<file path="src/hdl/las_pkg.sv">
// ----------------------------------------------------------------------------
// las_pkg
// Shared types and constants of the lock actuator sequencer: item layouts,
// configuration set, register indexes, command, status and outcome codes,
// and the wrapped angle difference helpers.
// ----------------------------------------------------------------------------
package las_pkg;

  localparam int ANG_W      = 12;
  localparam int ANG_FULL   = 1 << ANG_W;
  localparam int ANG_HALF   = ANG_FULL >> 1;
  localparam int SG_W       = 16;
  localparam int STEP_W     = 17;
  localparam int TRV_W      = 18;
  localparam int CFG_IDX_W  = 3;
  localparam int CFG_DATA_W = 16;

  localparam logic [SG_W-1:0]         SG_INVALID    = 16'hFFFF;
  localparam logic [STEP_W-1:0]       LOCK_STALL_MIN   = 17'd200;
  localparam logic [STEP_W-1:0]       UNLOCK_STALL_MIN = 17'd500;
  localparam logic signed [TRV_W-1:0] TRAVEL_MAX    = 18'sd131071;

  localparam logic [1:0] OP_TICK   = 2'd0;
  localparam logic [1:0] OP_LOCK   = 2'd1;
  localparam logic [1:0] OP_UNLOCK = 2'd2;

  localparam logic [2:0] ST_UNCAL    = 3'd0;
  localparam logic [2:0] ST_LOCKED   = 3'd1;
  localparam logic [2:0] ST_UNLOCKED = 3'd2;
  localparam logic [2:0] ST_MID      = 3'd3;
  localparam logic [2:0] ST_MOVING   = 3'd4;

  localparam logic [2:0] OC_NONE       = 3'd0;
  localparam logic [2:0] OC_OK         = 3'd1;
  localparam logic [2:0] OC_RETURNED   = 3'd2;
  localparam logic [2:0] OC_NOT_CAL    = 3'd3;
  localparam logic [2:0] OC_INCOMPLETE = 3'd4;

  localparam logic [CFG_IDX_W-1:0] CFG_CALIBRATED = 3'd0;
  localparam logic [CFG_IDX_W-1:0] CFG_LOCK_POS   = 3'd1;
  localparam logic [CFG_IDX_W-1:0] CFG_UNLOCK_POS = 3'd2;
  localparam logic [CFG_IDX_W-1:0] CFG_TOLERANCE  = 3'd3;
  localparam logic [CFG_IDX_W-1:0] CFG_STALL_LIM  = 3'd4;
  localparam logic [CFG_IDX_W-1:0] CFG_STEP_LIM   = 3'd5;
  localparam logic [CFG_IDX_W-1:0] CFG_UNLOCK_TRV = 3'd6;

  localparam logic [ANG_W-1:0] TOL_RESET      = 12'd57;
  localparam logic [15:0]      STEP_LIM_RESET = 16'd4096;
  localparam logic [15:0]      TRAVEL_RESET   = 16'd3982;

  typedef struct packed {
    logic [1:0]       operation;
    logic [ANG_W-1:0] angle;
    logic [SG_W-1:0]  stall_reading;
  } in_item_t;

  typedef struct packed {
    logic       step_pulse;
    logic       direction;
    logic       motor_enable;
    logic [2:0] lock_status;
    logic [2:0] outcome;
    logic       key_event;
  } out_item_t;

  typedef struct packed {
    logic             calibrated_flag;
    logic [ANG_W-1:0] lock_position;
    logic [ANG_W-1:0] unlock_position;
    logic [ANG_W-1:0] angle_tolerance;
    logic [14:0]      stall_limit;
    logic [15:0]      step_limit;
    logic [15:0]      unlock_travel;
  } las_cfg_t;

  function automatic logic signed [ANG_W:0] ang_sdiff(input logic [ANG_W-1:0] from_a,
                                                     input logic [ANG_W-1:0] to_a);
    logic [ANG_W-1:0] d;
    d = to_a - from_a;
    if ({1'b0, d} > (ANG_W+1)'(ANG_HALF)) begin
      return $signed({1'b0, d}) - $signed((ANG_W+1)'(ANG_FULL));
    end
    return $signed({1'b0, d});
  endfunction

  function automatic logic [ANG_W-1:0] ang_mdiff(input logic [ANG_W-1:0] from_a,
                                                input logic [ANG_W-1:0] to_a);
    logic [ANG_W-1:0] d;
    d = to_a - from_a;
    if ({1'b0, d} > (ANG_W+1)'(ANG_HALF)) begin
      return -d;
    end
    return d;
  endfunction

endpackage

</file>
<file path="src/hdl/las_cfg_regs.sv">
// ----------------------------------------------------------------------------
// las_cfg_regs
// Configuration register file: one write per handshake, index selects the
// register, writes past the last register are dropped.
// ----------------------------------------------------------------------------
module las_cfg_regs import las_pkg::*; (
  input  logic                  clk,
  input  logic                  rst_n,
  input  logic                  wr_en,
  input  logic [CFG_IDX_W-1:0]  wr_index,
  input  logic [CFG_DATA_W-1:0] wr_data,
  output las_cfg_t              cfg
);

  las_cfg_t cfg_r, cfg_nxt;

  always_comb begin
    cfg_nxt = cfg_r;
    if (wr_en) begin
      unique case (wr_index)
        CFG_CALIBRATED: cfg_nxt.calibrated_flag = wr_data[0];
        CFG_LOCK_POS:   cfg_nxt.lock_position   = wr_data[ANG_W-1:0];
        CFG_UNLOCK_POS: cfg_nxt.unlock_position = wr_data[ANG_W-1:0];
        CFG_TOLERANCE:  cfg_nxt.angle_tolerance = wr_data[ANG_W-1:0];
        CFG_STALL_LIM:  cfg_nxt.stall_limit     = wr_data[14:0];
        CFG_STEP_LIM:   cfg_nxt.step_limit      = wr_data[15:0];
        CFG_UNLOCK_TRV: cfg_nxt.unlock_travel   = wr_data[15:0];
        default: ;
      endcase
    end
  end

  always_ff @(posedge clk) begin
    if (!rst_n) begin
      cfg_r.calibrated_flag <= 1'b0;
      cfg_r.lock_position   <= '0;
      cfg_r.unlock_position <= '0;
      cfg_r.angle_tolerance <= TOL_RESET;
      cfg_r.stall_limit     <= '0;
      cfg_r.step_limit      <= STEP_LIM_RESET;
      cfg_r.unlock_travel   <= TRAVEL_RESET;
    end else begin
      cfg_r <= cfg_nxt;
    end
  end

  assign cfg = cfg_r;

endmodule

</file>
<file path="src/hdl/las_core.sv">
// ----------------------------------------------------------------------------
// las_core
// Sequencer state and its one-tick update: idle key detection and position
// classification, lock move with return on failure, unlock move with travel
// accumulation. State advances only when an item is taken.
// ----------------------------------------------------------------------------
module las_core import las_pkg::*; #(
  parameter int CHECK_INTERVAL = 50
) (
  input  logic      clk,
  input  logic      rst_n,
  input  logic      fire,
  input  in_item_t  item,
  input  las_cfg_t  cfg,
  output out_item_t res
);

  localparam int CHK_W = (CHECK_INTERVAL > 1) ? $clog2(CHECK_INTERVAL) : 1;
  localparam int KEY_W = ANG_W + 9;
  localparam int SC_W  = 25;

  typedef enum logic [3:0] {
    PH_IDLE   = 4'b0001,
    PH_LOCK   = 4'b0010,
    PH_RETURN = 4'b0100,
    PH_UNLOCK = 4'b1000
  } phase_t;

  phase_t                    phase_r, phase_nxt;
  logic [STEP_W-1:0]         step_r, step_nxt;
  logic [CHK_W-1:0]          chk_r, chk_nxt;
  logic [ANG_W-1:0]          start_r, start_nxt;
  logic [ANG_W-1:0]          last_r, last_nxt;
  logic signed [TRV_W-1:0]   travel_r, travel_nxt;
  logic [2:0]                status_r, status_nxt;

  logic [ANG_W-1:0]          ang;
  logic [ANG_W-1:0]          key_mag, lock_mag, unlock_mag, start_mag;
  logic [KEY_W-1:0]          key_prod;
  logic                      key_hit;
  logic [2:0]                class_st;
  logic [15:0]               lim;
  logic [STEP_W-1:0]         cnt_inc;
  logic [CHK_W-1:0]          chk_inc;
  logic                      check;
  logic                      stall;
  logic signed [ANG_W:0]     sd;
  logic signed [TRV_W:0]     t_sum;
  logic signed [TRV_W-1:0]   t_new;
  logic [TRV_W-2:0]          t_abs;
  logic [SC_W-1:0]           t_scaled, target;
  logic                      near_lock, reach, unlock_ok;

  assign ang        = item.angle;
  assign key_mag    = ang_mdiff(last_r, ang);
  assign lock_mag   = ang_mdiff(ang, cfg.lock_position);
  assign unlock_mag = ang_mdiff(ang, cfg.unlock_position);
  assign start_mag  = ang_mdiff(ang, start_r);
  assign key_prod   = KEY_W'(key_mag) * KEY_W'(360);
  assign key_hit    = cfg.calibrated_flag && (key_prod > KEY_W'(5 * ANG_FULL));
  assign near_lock  = lock_mag < cfg.angle_tolerance;

  always_comb begin
    priority if (!cfg.calibrated_flag) begin
      class_st = ST_UNCAL;
    end else if (lock_mag <= cfg.angle_tolerance) begin
      class_st = ST_LOCKED;
    end else if (unlock_mag <= cfg.angle_tolerance) begin
      class_st = ST_UNLOCKED;
    end else begin
      class_st = ST_MID;
    end
  end

  assign lim     = (cfg.step_limit == '0) ? 16'd1 : cfg.step_limit;
  assign cnt_inc = (step_r == '1) ? step_r : step_r + STEP_W'(1);
  assign chk_inc = (chk_r == CHK_W'(CHECK_INTERVAL - 1)) ? '0 : chk_r + CHK_W'(1);
  assign check   = (chk_inc == '0);
  assign stall   = ({1'b0, item.stall_reading} < {cfg.stall_limit, 2'b00} >> 1)
                   && (item.stall_reading != SG_INVALID);

  assign sd    = ang_sdiff(last_r, ang);
  assign t_sum = (TRV_W+1)'(travel_r) + (TRV_W+1)'(sd);

  always_comb begin
    priority if (t_sum > (TRV_W+1)'(TRAVEL_MAX)) begin
      t_new = TRAVEL_MAX;
    end else if (t_sum < -(TRV_W+1)'(TRAVEL_MAX)) begin
      t_new = -TRAVEL_MAX;
    end else begin
      t_new = t_sum[TRV_W-1:0];
    end
  end

  assign t_abs     = t_new[TRV_W-1] ? (TRV_W-1)'(-t_new) : (TRV_W-1)'(t_new);
  assign t_scaled  = SC_W'(t_abs) * SC_W'(100);
  assign target    = SC_W'(cfg.unlock_travel) * SC_W'(100);
  assign reach     = (t_scaled + SC_W'(3 * ANG_FULL)) >= target;
  assign unlock_ok = (t_scaled + SC_W'(5 * ANG_FULL)) >= target;

  always_comb begin
    phase_nxt  = phase_r;
    step_nxt   = step_r;
    chk_nxt    = chk_r;
    start_nxt  = start_r;
    last_nxt   = ang;
    travel_nxt = travel_r;
    status_nxt = status_r;
    res        = '0;
    if (phase_r == PH_IDLE) begin
      res.key_event = key_hit;
      status_nxt    = class_st;
      if (item.operation == OP_LOCK || item.operation == OP_UNLOCK) begin
        priority if (!cfg.calibrated_flag) begin
          res.outcome = OC_NOT_CAL;
        end else if (item.operation == OP_LOCK) begin
          if (near_lock) begin
            status_nxt  = ST_LOCKED;
            res.outcome = OC_OK;
          end else begin
            phase_nxt        = PH_LOCK;
            step_nxt         = '0;
            chk_nxt          = '0;
            start_nxt        = ang;
            status_nxt       = ST_MOVING;
            res.motor_enable = 1'b1;
          end
        end else begin
          phase_nxt        = PH_UNLOCK;
          step_nxt         = '0;
          chk_nxt          = '0;
          travel_nxt       = '0;
          status_nxt       = ST_MOVING;
          res.motor_enable = 1'b1;
          res.direction    = 1'b1;
        end
      end
    end else begin
      res.step_pulse   = 1'b1;
      res.motor_enable = 1'b1;
      step_nxt         = cnt_inc;
      chk_nxt          = chk_inc;
      unique case (phase_r)
        PH_LOCK: begin
          priority if (check && near_lock) begin
            phase_nxt   = PH_IDLE;
            status_nxt  = ST_LOCKED;
            res.outcome = OC_OK;
          end else if ((check && stall && cnt_inc > LOCK_STALL_MIN) ||
                       (cnt_inc >= {1'b0, lim} && !near_lock)) begin
            phase_nxt = PH_RETURN;
            step_nxt  = '0;
            chk_nxt   = '0;
          end else if (cnt_inc >= {1'b0, lim}) begin
            phase_nxt   = PH_IDLE;
            status_nxt  = ST_LOCKED;
            res.outcome = OC_OK;
          end else begin
          end
        end
        PH_RETURN: begin
          res.direction = 1'b1;
          if ((check && start_mag < cfg.angle_tolerance) || cnt_inc >= {1'b0, lim}) begin
            phase_nxt   = PH_IDLE;
            status_nxt  = ST_UNLOCKED;
            res.outcome = OC_RETURNED;
          end
        end
        PH_UNLOCK: begin
          res.direction = 1'b1;
          travel_nxt    = t_new;
          if ((check && reach) || (check && stall && cnt_inc > UNLOCK_STALL_MIN) ||
              cnt_inc >= {lim, 1'b0}) begin
            phase_nxt = PH_IDLE;
            if (unlock_ok) begin
              status_nxt  = ST_UNLOCKED;
              res.outcome = OC_OK;
            end else begin
              status_nxt  = ST_MID;
              res.outcome = OC_INCOMPLETE;
            end
          end
        end
        default: ;
      endcase
    end
    res.lock_status = status_nxt;
  end

  always_ff @(posedge clk) begin
    if (!rst_n) begin
      phase_r  <= PH_IDLE;
      step_r   <= '0;
      chk_r    <= '0;
      start_r  <= '0;
      last_r   <= '0;
      travel_r <= '0;
      status_r <= ST_UNCAL;
    end else if (fire) begin
      phase_r  <= phase_nxt;
      step_r   <= step_nxt;
      chk_r    <= chk_nxt;
      start_r  <= start_nxt;
      last_r   <= last_nxt;
      travel_r <= travel_nxt;
      status_r <= status_nxt;
    end
  end

endmodule

</file>
<file path="src/hdl/lock_actuator_sequencer.sv">
// ----------------------------------------------------------------------------
// lock_actuator_sequencer
// Takes one tick item per clock (angle, stall reading, command) while the
// result port is not stalled, and returns one result item per tick with step,
// direction, enable, status and outcome. An item is registered on entry, the
// sequencer state advances and the result lands in an output register, so an
// item's result appears on the result port once the sequencer has fired on it
// from the input register, and a new item is taken every cycle unless the
// result is stalled. A stalled result holds the pipeline only once both
// registers are full. The configuration port always accepts a write and
// takes effect on the next item; write it only while no item is in flight.
// ----------------------------------------------------------------------------
module lock_actuator_sequencer import las_pkg::*; #(
  parameter int CHECK_INTERVAL = 50
) (
  input  logic                  clk,
  input  logic                  rst_n,
  input  logic                  in_valid,
  output logic                  in_stall,
  input  in_item_t              in_item,
  output logic                  out_valid,
  input  logic                  out_stall,
  output out_item_t             out_item,
  input  logic                  cfg_valid,
  output logic                  cfg_ready,
  input  logic [CFG_IDX_W-1:0]  cfg_index,
  input  logic [CFG_DATA_W-1:0] cfg_data
);

  las_cfg_t  cfg;
  in_item_t  in_r;
  logic      in_valid_r;
  out_item_t out_r;
  logic      out_valid_r;
  out_item_t res;
  logic      fire;
  logic      in_take;

  assign cfg_ready = 1'b1;
  assign fire      = in_valid_r && (!out_valid_r || !out_stall);
  assign in_stall  = in_valid_r && !fire;
  assign in_take   = in_valid && !in_stall;

  las_cfg_regs u_cfg (
    .clk      (clk),
    .rst_n    (rst_n),
    .wr_en    (cfg_valid && cfg_ready),
    .wr_index (cfg_index),
    .wr_data  (cfg_data),
    .cfg      (cfg)
  );

  las_core #(.CHECK_INTERVAL(CHECK_INTERVAL)) u_core (
    .clk   (clk),
    .rst_n (rst_n),
    .fire  (fire),
    .item  (in_r),
    .cfg   (cfg),
    .res   (res)
  );

  always_ff @(posedge clk) begin
    if (!rst_n) begin
      in_valid_r  <= 1'b0;
      out_valid_r <= 1'b0;
    end else begin
      if (in_take) begin
        in_valid_r <= 1'b1;
      end else if (fire) begin
        in_valid_r <= 1'b0;
      end
      if (fire) begin
        out_valid_r <= 1'b1;
      end else if (!out_stall) begin
        out_valid_r <= 1'b0;
      end
    end
  end

  always_ff @(posedge clk) begin
    if (in_take) begin
      in_r <= in_item;
    end
    if (fire) begin
      out_r <= res;
    end
  end

  assign out_valid = out_valid_r;
  assign out_item  = out_r;

endmodule

</file>
<file path="config.mk">
export PLATFORM = sky130hd
export DESIGN_NAME = lock_actuator_sequencer
export DESIGN_NICKNAME = d
export VERILOG_FILES = /design/src/hdl/las_pkg.sv /design/src/hdl/las_cfg_regs.sv /design/src/hdl/las_core.sv /design/src/hdl/lock_actuator_sequencer.sv
export SDC_FILE = /design/constraint.sdc
export NUM_CORES = 1
export LEC_CHECK = 0
export BUFFER_PORTS_ARGS = -buffer_cell sky130_fd_sc_hd__buf_4
export CAP_MARGIN = 30
export CORE_UTILIZATION = 40
export CTS_CLUSTER_DIAMETER = 40
export DETAILED_ROUTE_END_ITERATION = 12
export GPL_TIMING_DRIVEN = 0
export SYNTH_ARGS = -nofsm -noshare
export SYNTH_HDL_FRONTEND = slang
export SYNTH_SLANG_ARGS = --single-unit
export TNS_END_PERCENT = 30
</file>
<file path="constraint.sdc">
create_clock -name clk -period 29.3 [get_ports clk]
set_clock_uncertainty 0.15 [all_clocks]
set_input_delay 8.79 -clock clk [delete_from_list [all_inputs] [get_ports clk]]
set_output_delay 8.79 -clock clk [all_outputs]
set_load 0.01 [all_outputs]
</file>
==> results.cfg, run 1 <==
[outcome]
status = finished, final reports clean

[power]
internal_power_mw = 1.42
irDropWorstVdd_uv = 229
seqPwrFrac = 0.099
p_sw_mw = 1.51
p_per_area_nw_per_um2 = 129
power_frac_clock = 0.079
comb_power_share = 0.821
leakagePower_nw = 9.76
p_sw_frac = 0.514

[timing]
layout_setup_ws_ns = 11.05
clock.fmax_mhz = 54.8
max_slew.worst_pin.slew_ns = 1.06
tns_ns = 0
slew_violations = 0
fin_crit_sh = 0.623
finalSetupViolCount = 0
finalHoldViolCount = 0
period_needed_ns = 18.25
relSlewSlack = 0.281
hold_ws_ns = 0.313
rsz0062_at_grt = false

[hold_path]
hp-class = flop to flop

[grt]
grt_pass1_wl_mm = 92.8
gr-usage-met3 = 0.0293
use_met2 = 0.358
grt.met1_usage = 0.293
grt_max_degree = 31
antenna_found_initial = 0
grtUsageTotal = 0.214
grt_overflow = 0
grt_pass1_vias = 18200
busiest_layer = met2

[layout]
areaGrowthSynthToFinish_pct = 9.28
layout-drive-gt1-share = 0.0604
utilization = 0.443
antenna_cells = 0
num-fill-cells = 5067
layout.nets = 3110
stdcell_area_um2 = 22800

[synthesis]
synth_ff_type = dfxtp_1
ys_types = 98
synth.avg_cell_area_um2 = 8.02
async_reset_ff_frac = 0
ys_ff_latch = 198
synth_edf_count = 40
synthCells = 2598
synth_warnings = 0
seq_area_frac_synth = 0.209
synth_nets = 3024
synth_area_um2 = 20800

[clock_tree]
insertion_delay_ns = 0.47
clk_path_buf_depth = 2
cts_inserted_buffers = 17
root_buffer = clkbuf_16
post-cts-setup-buffers = 0
cts.sinks = 198
clk_pin_slew_ns = 0.07
cts_tree = built
hold_buffers = 0
ctsResizeCount = 0
htree_num_levels = 4

[route]
dr.pass1.iters = 5
routed_wirelength_mm = 55.8
drtAntennaViolNets = 0
vias = 18500
drt-initial-drc-count = 975
drc = 0
via_per_inst = 5.47
routedWlPerCell_um = 16.5

[critical_path]
crit_top_cell = buf_4
critPathMaxFanout = 3
crit_slowest_cell = and3_1
arrival_ns = 9.31
start_kind = input pin
endpoint_kind = output pin
crit_path_max_incr_delay_ns = 0.24
cp.required_ns = 20.36
cp_num_buf_inv = 2
path_cells = buf_4 > and3_1 > buf_4
path_class = input pin to output pin
reg2reg_slack_ns = 13.82
critPathTopFamily = buffers and inverters

[floorplan]
die-width_um = 230
die_h_um = 230
core_area_um2 = 51400
fp-row-count = 83
pin_count = 67
dieArea_um2 = 53000
start_util = 0.405

[place]
placed_area_um2 = 22200
hpwl_mm = 46.1
post-place-ws_ns = 11.05
globalplace.congestion = 0.888
port-buffer-count = 63

[run]
drv_cap = 0
-- power groups by stage --
stage	clock network (mW)	registers (mW)	logic [mW]
detailed placement	0	0.297	2.39
global route	0.247	0.291	2.78
global placement	0	0.297	2.31
floorplan	0	0.295	1.86
finish	0.233	0.291	2.41
CTS	0.236	0.291	2.42
-- kinds of logic (layout without fill, tap and decap cells) --
family / after synthesis / in the layout / share of synthesized area
buf+inv: 348 / 447 / 0.0640
mux: 25 / 25 / 0.0122
fa+ha+maj: 374 / 374 / 0.240
simple gates: 874 / 874 / 0.206
xor+xnor: 138 / 138 / 0.0580
compound gates: 640 / 640 / 0.210
flops: 198 / 198 / 0.209
other cells: 1 / 1 / 0.000180
-- sequential cells by signal (all words and copies together), names as in the netlist --
register	count
u_cfg.cfg	84
in_r	30
u_core.travel_r	18
u_core.step_r	17
u_core.last_r	12
u_core.start_r	12
out_item	10
u_core.chk_r	6
u_core.phase_r	4
u_core.status_r	3
in_valid_r	1
out_valid	1
-- per-layer routing --
layer | wire length (µm) | part of all wire
met3 | 2250 | 0.040
met5 | 0 | 0
met2 | 25500 | 0.46
met1 | 27300 | 0.49
met4 | 766 | 0.014
-- Yosys cell counts (9+ instances only) --
master,n,share of area
nand2_1,335,0.060
ha_1,328,0.20
inv_1,271,0.049
dfxtp_1,158,0.15
nor2_1,144,0.026
o21ai_0,129,0.031
a21oi_1,122,0.029
xnor2_1,107,0.045
a21boi_0,98,0.035
nor2b_1,75,0.023
clkbuf_1,60,0.011
a21o_1,56,0.020
nor3_1,54,0.013
nand3_1,47,0.011
fa_1,44,0.042
edfxtp_1,40,0.058
nand4_1,36,0.011
xor2_1,31,0.013
o211ai_1,27,0.0097
o21a_1,27,0.0097
and2_1,25,0.0075
mux2i_1,21,0.010
nand2b_1,20,0.0060
or2_2,20,0.0060
or3_1,20,0.0060
a22oi_1,19,0.0068
a31oi_1,18,0.0054
and3_1,18,0.0054
a211oi_1,17,0.0061
nor4_1,17,0.0051
nand3b_1,13,0.0047
nor3b_1,10,0.0036
and4_1,9,0.0038
-- worst paths after layout --
check                   startpoint          endpoint  cells after the start
hold reg to reg   u_core.last_r[8]  u_core.last_r[8]                      2
setup reg to reg          in_r[16]       out_item[4]                     56
setup / recovery         out_stall          in_stall                      3
hold / removal    u_core.last_r[8]  u_core.last_r[8]                      2
-- worst register-to-register path, delay by kind of cell (launching register included) --
| family | cells | cell delay [ns] |
|---|---|---|
| flip-flops | 1 | 0.58 |
| AO/OA/AOI/OAI | 21 | 5.86 |
| adder cells (fa/ha/maj) | 9 | 2.63 |
| buffers and inverters | 6 | 0.95 |
| multiplexers | 1 | 0.32 |
| AND/OR/NAND/NOR | 16 | 3.89 |
| XOR/XNOR | 3 | 1.02 |
-- through the flow --
| stage | instances | total power, mW |
|---|---|---|
| finish | 3377 | 2.93 |
| global route | 3377 | 3.31 |
| CTS | 3376 | 2.95 |
| detailed placement | 3344 | 2.69 |
| global placement | 3341 | 2.61 |
| floorplan | 2598 | 2.15 |
-- cells in the final DEF (no fill, tap or decap), drive strengths merged, types with 56 or more instances in the layout --
cell    Yosys  final
buf        15     82
nor2      145    145
a21oi     122    122
nor2b      75     75
ha        328    328
o21ai     135    135
a21o       56     56
inv       272    278
clkbuf     61     82
xnor2     107    107
dfxtp     158    158
a21boi     99     99
nand2     335    335
-- final cells by class --
class	count	area (µm²)	share of cell area
Buffer	76	312	0.0137
Clock buffer	21	472	0.0207
Clock inverter	11	87.6	0.00385
Inverter	272	1020	0.0448
Multi-Input combinational cell	2052	15100	0.665
Sequential cell	198	4360	0.192
Tap cell	680	851	0.0374
Timing Repair Buffer	67	517	0.0227
Note: power is estimated with default switching activity, not from simulation.
==> inputs of run 2 (changes only) <==
- ABC_AREA: unset -> 1
- clock period: 29.3 -> 15.8 ns (I/O delays scaled with it)
==> run 2 against run 1 <==
Critical path depth rose by 72. Sequential share of layout area is 0.44 points higher. Largest cell class unchanged. Routed wire length decreased by 3.4%. Hold slack gained 0.0065 ns. Critical endpoint is now out_item[4]. Critical path type is now flop to flop. Utilization is 0.17 points higher. Synthesized area fell by 2.6%. Highest routed layer unchanged. Flip-flop and latch count unchanged.
==> results.cfg, run 2 <==
[layout]
regArea_um2 = 4360
antenna_cells = 0
num-fill-cells = 5237
layout-drive-gt1-share = 0.0563
areaGrowthSynthToFinish_pct = 9.74
final_cell_mix = 578 x nand2_1, 490 x inv_1, 328 x ha_1
layout.nets = 3397
largest_reg_flops = 84
multi_input_area_um2 = 13800
final_common_cell = nand2_1

[route]
routed_wirelength_mm = 53.9
drtAntennaViolNets = 0
routedWlPerCell_um = 14.7
dr.pass1.iters = 5
drc = 0
via_per_inst = 5.09
drt-initial-drc-count = 1267
vias = 18600

[timing]
finalSetupViolCount = 0
period_needed_ns = 12.01
tns_ns = 0
slew_violations = 0
finalHoldViolCount = 0
max_slew.worst_pin.slew_ns = 0.947
fin_crit_sh = 0.760
relSlewSlack = 0.369
rsz0062_at_grt = false
clock.fmax_mhz = 83.3

[clock_tree]
clk_pin_slew_ns = 0.07
root_buffer = clkbuf_16
hold_buffers = 0
cts.sinks = 198
cts_tree = built
ctsResizeCount = 0
insertion_delay_ns = 0.48
post-cts-setup-buffers = 0
clk_path_buf_depth = 2
htree_num_levels = 4
cts_inserted_buffers = 17

[synthesis]
ys_types = 59
synth_warnings = 0
synth_xor_area_frac = 0.0609
synth_fa_ha_area_frac = 0.246
synth_nets = 3312
synth_top_family_by_area = adder cells
async_reset_ff_frac = 0
synth.avg_cell_area_um2 = 7.03
yosysMostFrequentCell = nand2_1
synth_top_cell_by_area = ha_1
synth_top_area_frac = 0.202
synth_compound_area_frac = 0.138
synth_edf_count = 40
synth-simple-area-share = 0.237
synth_ff_type = dfxtp_1
synth_mux_area_frac = 0
synthCells = 2886
yosys-top-cells-count = 578 x nand2_1, 490 x inv_1, 328 x ha_1, 258 x a21oi_1, 244 x nor2_1
synthTopCellsByArea = ha_1 20%, dfxtp_1 16%, nand2_1 11%
ys_ff_latch = 198
synth_area_um2 = 20300
seq_area_frac_synth = 0.215

[place]
hpwl_mm = 45.1
port-buffer-count = 64
globalplace.congestion = 0.921

[run]
drv_cap = 0

[critical_path]
endpoint_kind = flop
path_class = flop to flop
critPathMaxFanout = 11
crit_path_max_incr_delay_ns = 0.53
crit_slowest_cell = edfxtp_1
reg2reg_slack_ns = 3.79
reg2regPathDepth = 75
start_kind = flop
cp.required_ns = 15.88
arrival_ns = 12.09
crit_top_cell = nand2_1

[grt]
grt_pass1_wl_mm = 87.4
grt_overflow = 0
grt_max_degree = 20
antenna_found_initial = 0
grtUsageTotal = 0.214
grt_pass1_vias = 17700

[floorplan]
dieArea_um2 = 51600
die-width_um = 227
pin_count = 67
start_util = 0.405
die_h_um = 227
core_area_um2 = 50100
fp-row-count = 82

[hold_path]
hp-class = flop to flop
hold_path_depth = 2

[outcome]
status = finished, final reports clean
## run 2: worst max-delay path: cells and delay by family (launching register included)
kind                     cells  cell delay, ns
XOR/XNOR                     3            0.81
buffers and inverters       14            1.44
AO/OA/AOI/OAI               12            1.77
flip-flops                   1            0.53
AND/OR/NAND/NOR             36            4.06
adder cells (fa/ha/maj)     10            2.96
## run 2: layout make-up
type,instances,area share
inverters,498,0.0840
plain buffers,54,0.0103
clock buffers,19,0.0199
multi-input cells,2136,0.621
well taps,672,0.0378
repair buffers,66,0.0235
clock inverters,13,0.00759
flip-flops and latches,198,0.196
## run 2: cell families after synthesis
kind of cell,Yosys count
AOI/OAI and AO/OA,508
adders and majority gates,372
xor gates and xnor gates,141
and+or+nand+nor,1114
DFF,198
other,1
buffers and inverters,552
## run 2: metrics by stage
step | worst slack [ns] | std cells | hold WS [ns] | utilization | cell area (µm²)
6_report | 3.79 | 3656 | 0.319 | 0.445 | 22300
4_1_cts | 3.78 | 3655 | 0.321 | 0.444 | 22300
5_1_grt | 2.37 | 3656 | 0.340 | 0.445 | 22300
2_1_floorplan | 5.85 | 2886 | 0.283 | - | 20300
3_3_place_gp | 3.97 | 3622 | 0.296 | 0.432 | 21600
3_5_place_dp | 3.86 | 3623 | 0.310 | 0.432 | 21600
## run 2: final timing paths
path                      start             to
hold / removal    u_cfg.cfg[39]  u_cfg.cfg[39]
hold reg to reg   u_cfg.cfg[39]  u_cfg.cfg[39]
setup reg to reg       in_r[16]    out_item[4]
setup / recovery       in_r[16]    out_item[4]
## run 2: routing by layer
| layer | wire, µm | track usage | part of all wire | vias to the layer above |
|---|---|---|---|---|
| met4 | 1580 | 0.0814 | 0.029 | 0 |
| met1 | 25300 | 0.278 | 0.47 | 8543 |
| met5 | 0 | 0 | 0 | - |
| met3 | 2160 | 0.0287 | 0.040 | 73 |
| met2 | 24900 | 0.358 | 0.46 | 348 |
| li1 | - | - | - | 9628 |
Power of run 2 is not shown: default switching activity piles up to over one toggle a cycle in this logic, so the estimate is an artifact.
==> inputs of run 3 (changes only) <==
- clock period: 15.8 -> 9.7 ns (I/O delays scaled with it)
==> run 3 against run 2 <==
The run now ends with setup timing left. First-iteration DRC count fell by 5.1%. Highest routed layer is now met5. Via count grew 2.8%. Register-to-register slack got worse by 4.1 ns. Worst setup slack worse by 4.1 ns.
==> results.cfg, run 3 (synthesis results as in run 2) <==
[layout]
areaGrowthSynthToFinish_pct = 17.5
antenna_cells = 0
largest_reg_flops = 84
stdcell_area_um2 = 23800
layout-drive-gt1-share = 0.141
layout.nets = 3467
final_common_cell = nand2_1
final_cell_mix = 513 x nand2_1, 470 x inv_1, 300 x ha_1

[place]
post-place-ws_ns = -1.87
placed_area_um2 = 21700
port-buffer-count = 64
hpwl_mm = 44.9
globalplace.congestion = 0.911

[critical_path]
crit_top_cell = nand2_1
crit_slowest_cell = fa_1
crit_path_max_incr_delay_ns = 0.50
path_class = flop to flop
start_kind = flop
cp.required_ns = 9.80
arrival_ns = 10.06
critPathMaxFanout = 8
endpoint_kind = flop

[clock_tree]
cts.sinks = 198
root_buffer = clkbuf_16
clk_path_buf_depth = 2
cts_tree = built
clk_pin_slew_ns = 0.08
cts_inserted_buffers = 17
hold_buffers = 0
insertion_delay_ns = 0.48
htree_num_levels = 4

[grt]
antenna_found_initial = 1
grt_pass1_wl_mm = 89.5
grt_overflow = 0
grt_max_degree = 20
grtUsageTotal = 0.219
grt_pass1_vias = 18100

[timing]
tns_ns = -2.55
rsz0062_at_grt = true
relSlewSlack = 0.410
finalSetupViolCount = 12
max_slew.worst_pin.slew_ns = 0.878
fin_crit_sh = 1.03
period_needed_ns = 9.97
layout_setup_ws_ns = -0.267
slew_violations = 0
clock.fmax_mhz = 100
finalHoldViolCount = 0

[outcome]
status = complete, but fails checks
violations = setup timing

[floorplan]
dieArea_um2 = 51600
fp-row-count = 82
die-width_um = 227
die_h_um = 227
start_util = 0.405
pin_count = 67
core_area_um2 = 50100

[route]
routedWlPerCell_um = 15.1
dr.pass1.iters = 6
vias = 19100
routed_wirelength_mm = 56.2
via_per_inst = 5.13
drt-initial-drc-count = 1202
drtAntennaViolNets = 0
drc = 0

[run]
drv_cap = 0

[hold_path]
hp-class = flop to flop
[run 3: layer usage]
metal / up-vias / part of all wire / global-route usage
li1: 9766 / - / -
met1: 8863 / 0.46 / 0.286
met2: 406 / 0.48 / 0.370
met3: 69 / 0.043 / 0.0336
met4: 2 / 0.020 / 0.0652
met5: - / 0.00030 / 0
[run 3: worst max-delay path: cells and delay by family, from the launching register on]
kind                     cells  cell delay (ns)
AO/OA/AOI/OAI                9             1.44
buffers and inverters       15             1.15
AND/OR/NAND/NOR             37             3.79
XOR/XNOR                     2             0.29
flip-flops                   1             0.47
adder cells (fa/ha/maj)      9             2.40
[run 3: metrics by stage]
stage | std cells | hold slack (ns) | utilization
3_3_place_gp | 3622 | 0.295 | 0.434
2_1_floorplan | 2886 | 0.283 | -
6_report | 3726 | 0.318 | 0.476
3_5_place_dp | 3623 | 0.309 | 0.434
5_1_grt | 3726 | 0.337 | 0.476
4_1_cts | 3705 | 0.322 | 0.463
[run 3: timing repair]
item,CTS,global route
resized for setup,128,120
pin swaps,102,109
setup buffers,50,20
endpoints found under the setup margin,12,12
endpoints found under the hold margin,0,0
[run 3: cell type report]
type,count,area (µm²)
Sequential cell,198,4360
Clock buffer,20,467
Clock inverter,12,113
Fill cell,5026,26200
Buffer,54,238
Timing Repair Buffer,136,1060
Multi-Input combinational cell,2136,14900
Inverter,498,1890
Tap cell,672,841
[run 3: path summary, 6_finish.rpt]
path	startpoint	end	slack, ns	depth (start not counted)
worst min register to register	u_core.start_r[0]	u_core.start_r[0]	0.32	2
worst min-delay path	u_core.start_r[0]	u_core.start_r[0]	0.32	2
worst max register to register	in_r[17]	out_item[4]	-0.27	72
worst max-delay path	in_r[17]	out_item[4]	-0.27	72
Power of run 3 is left out for the same reason.
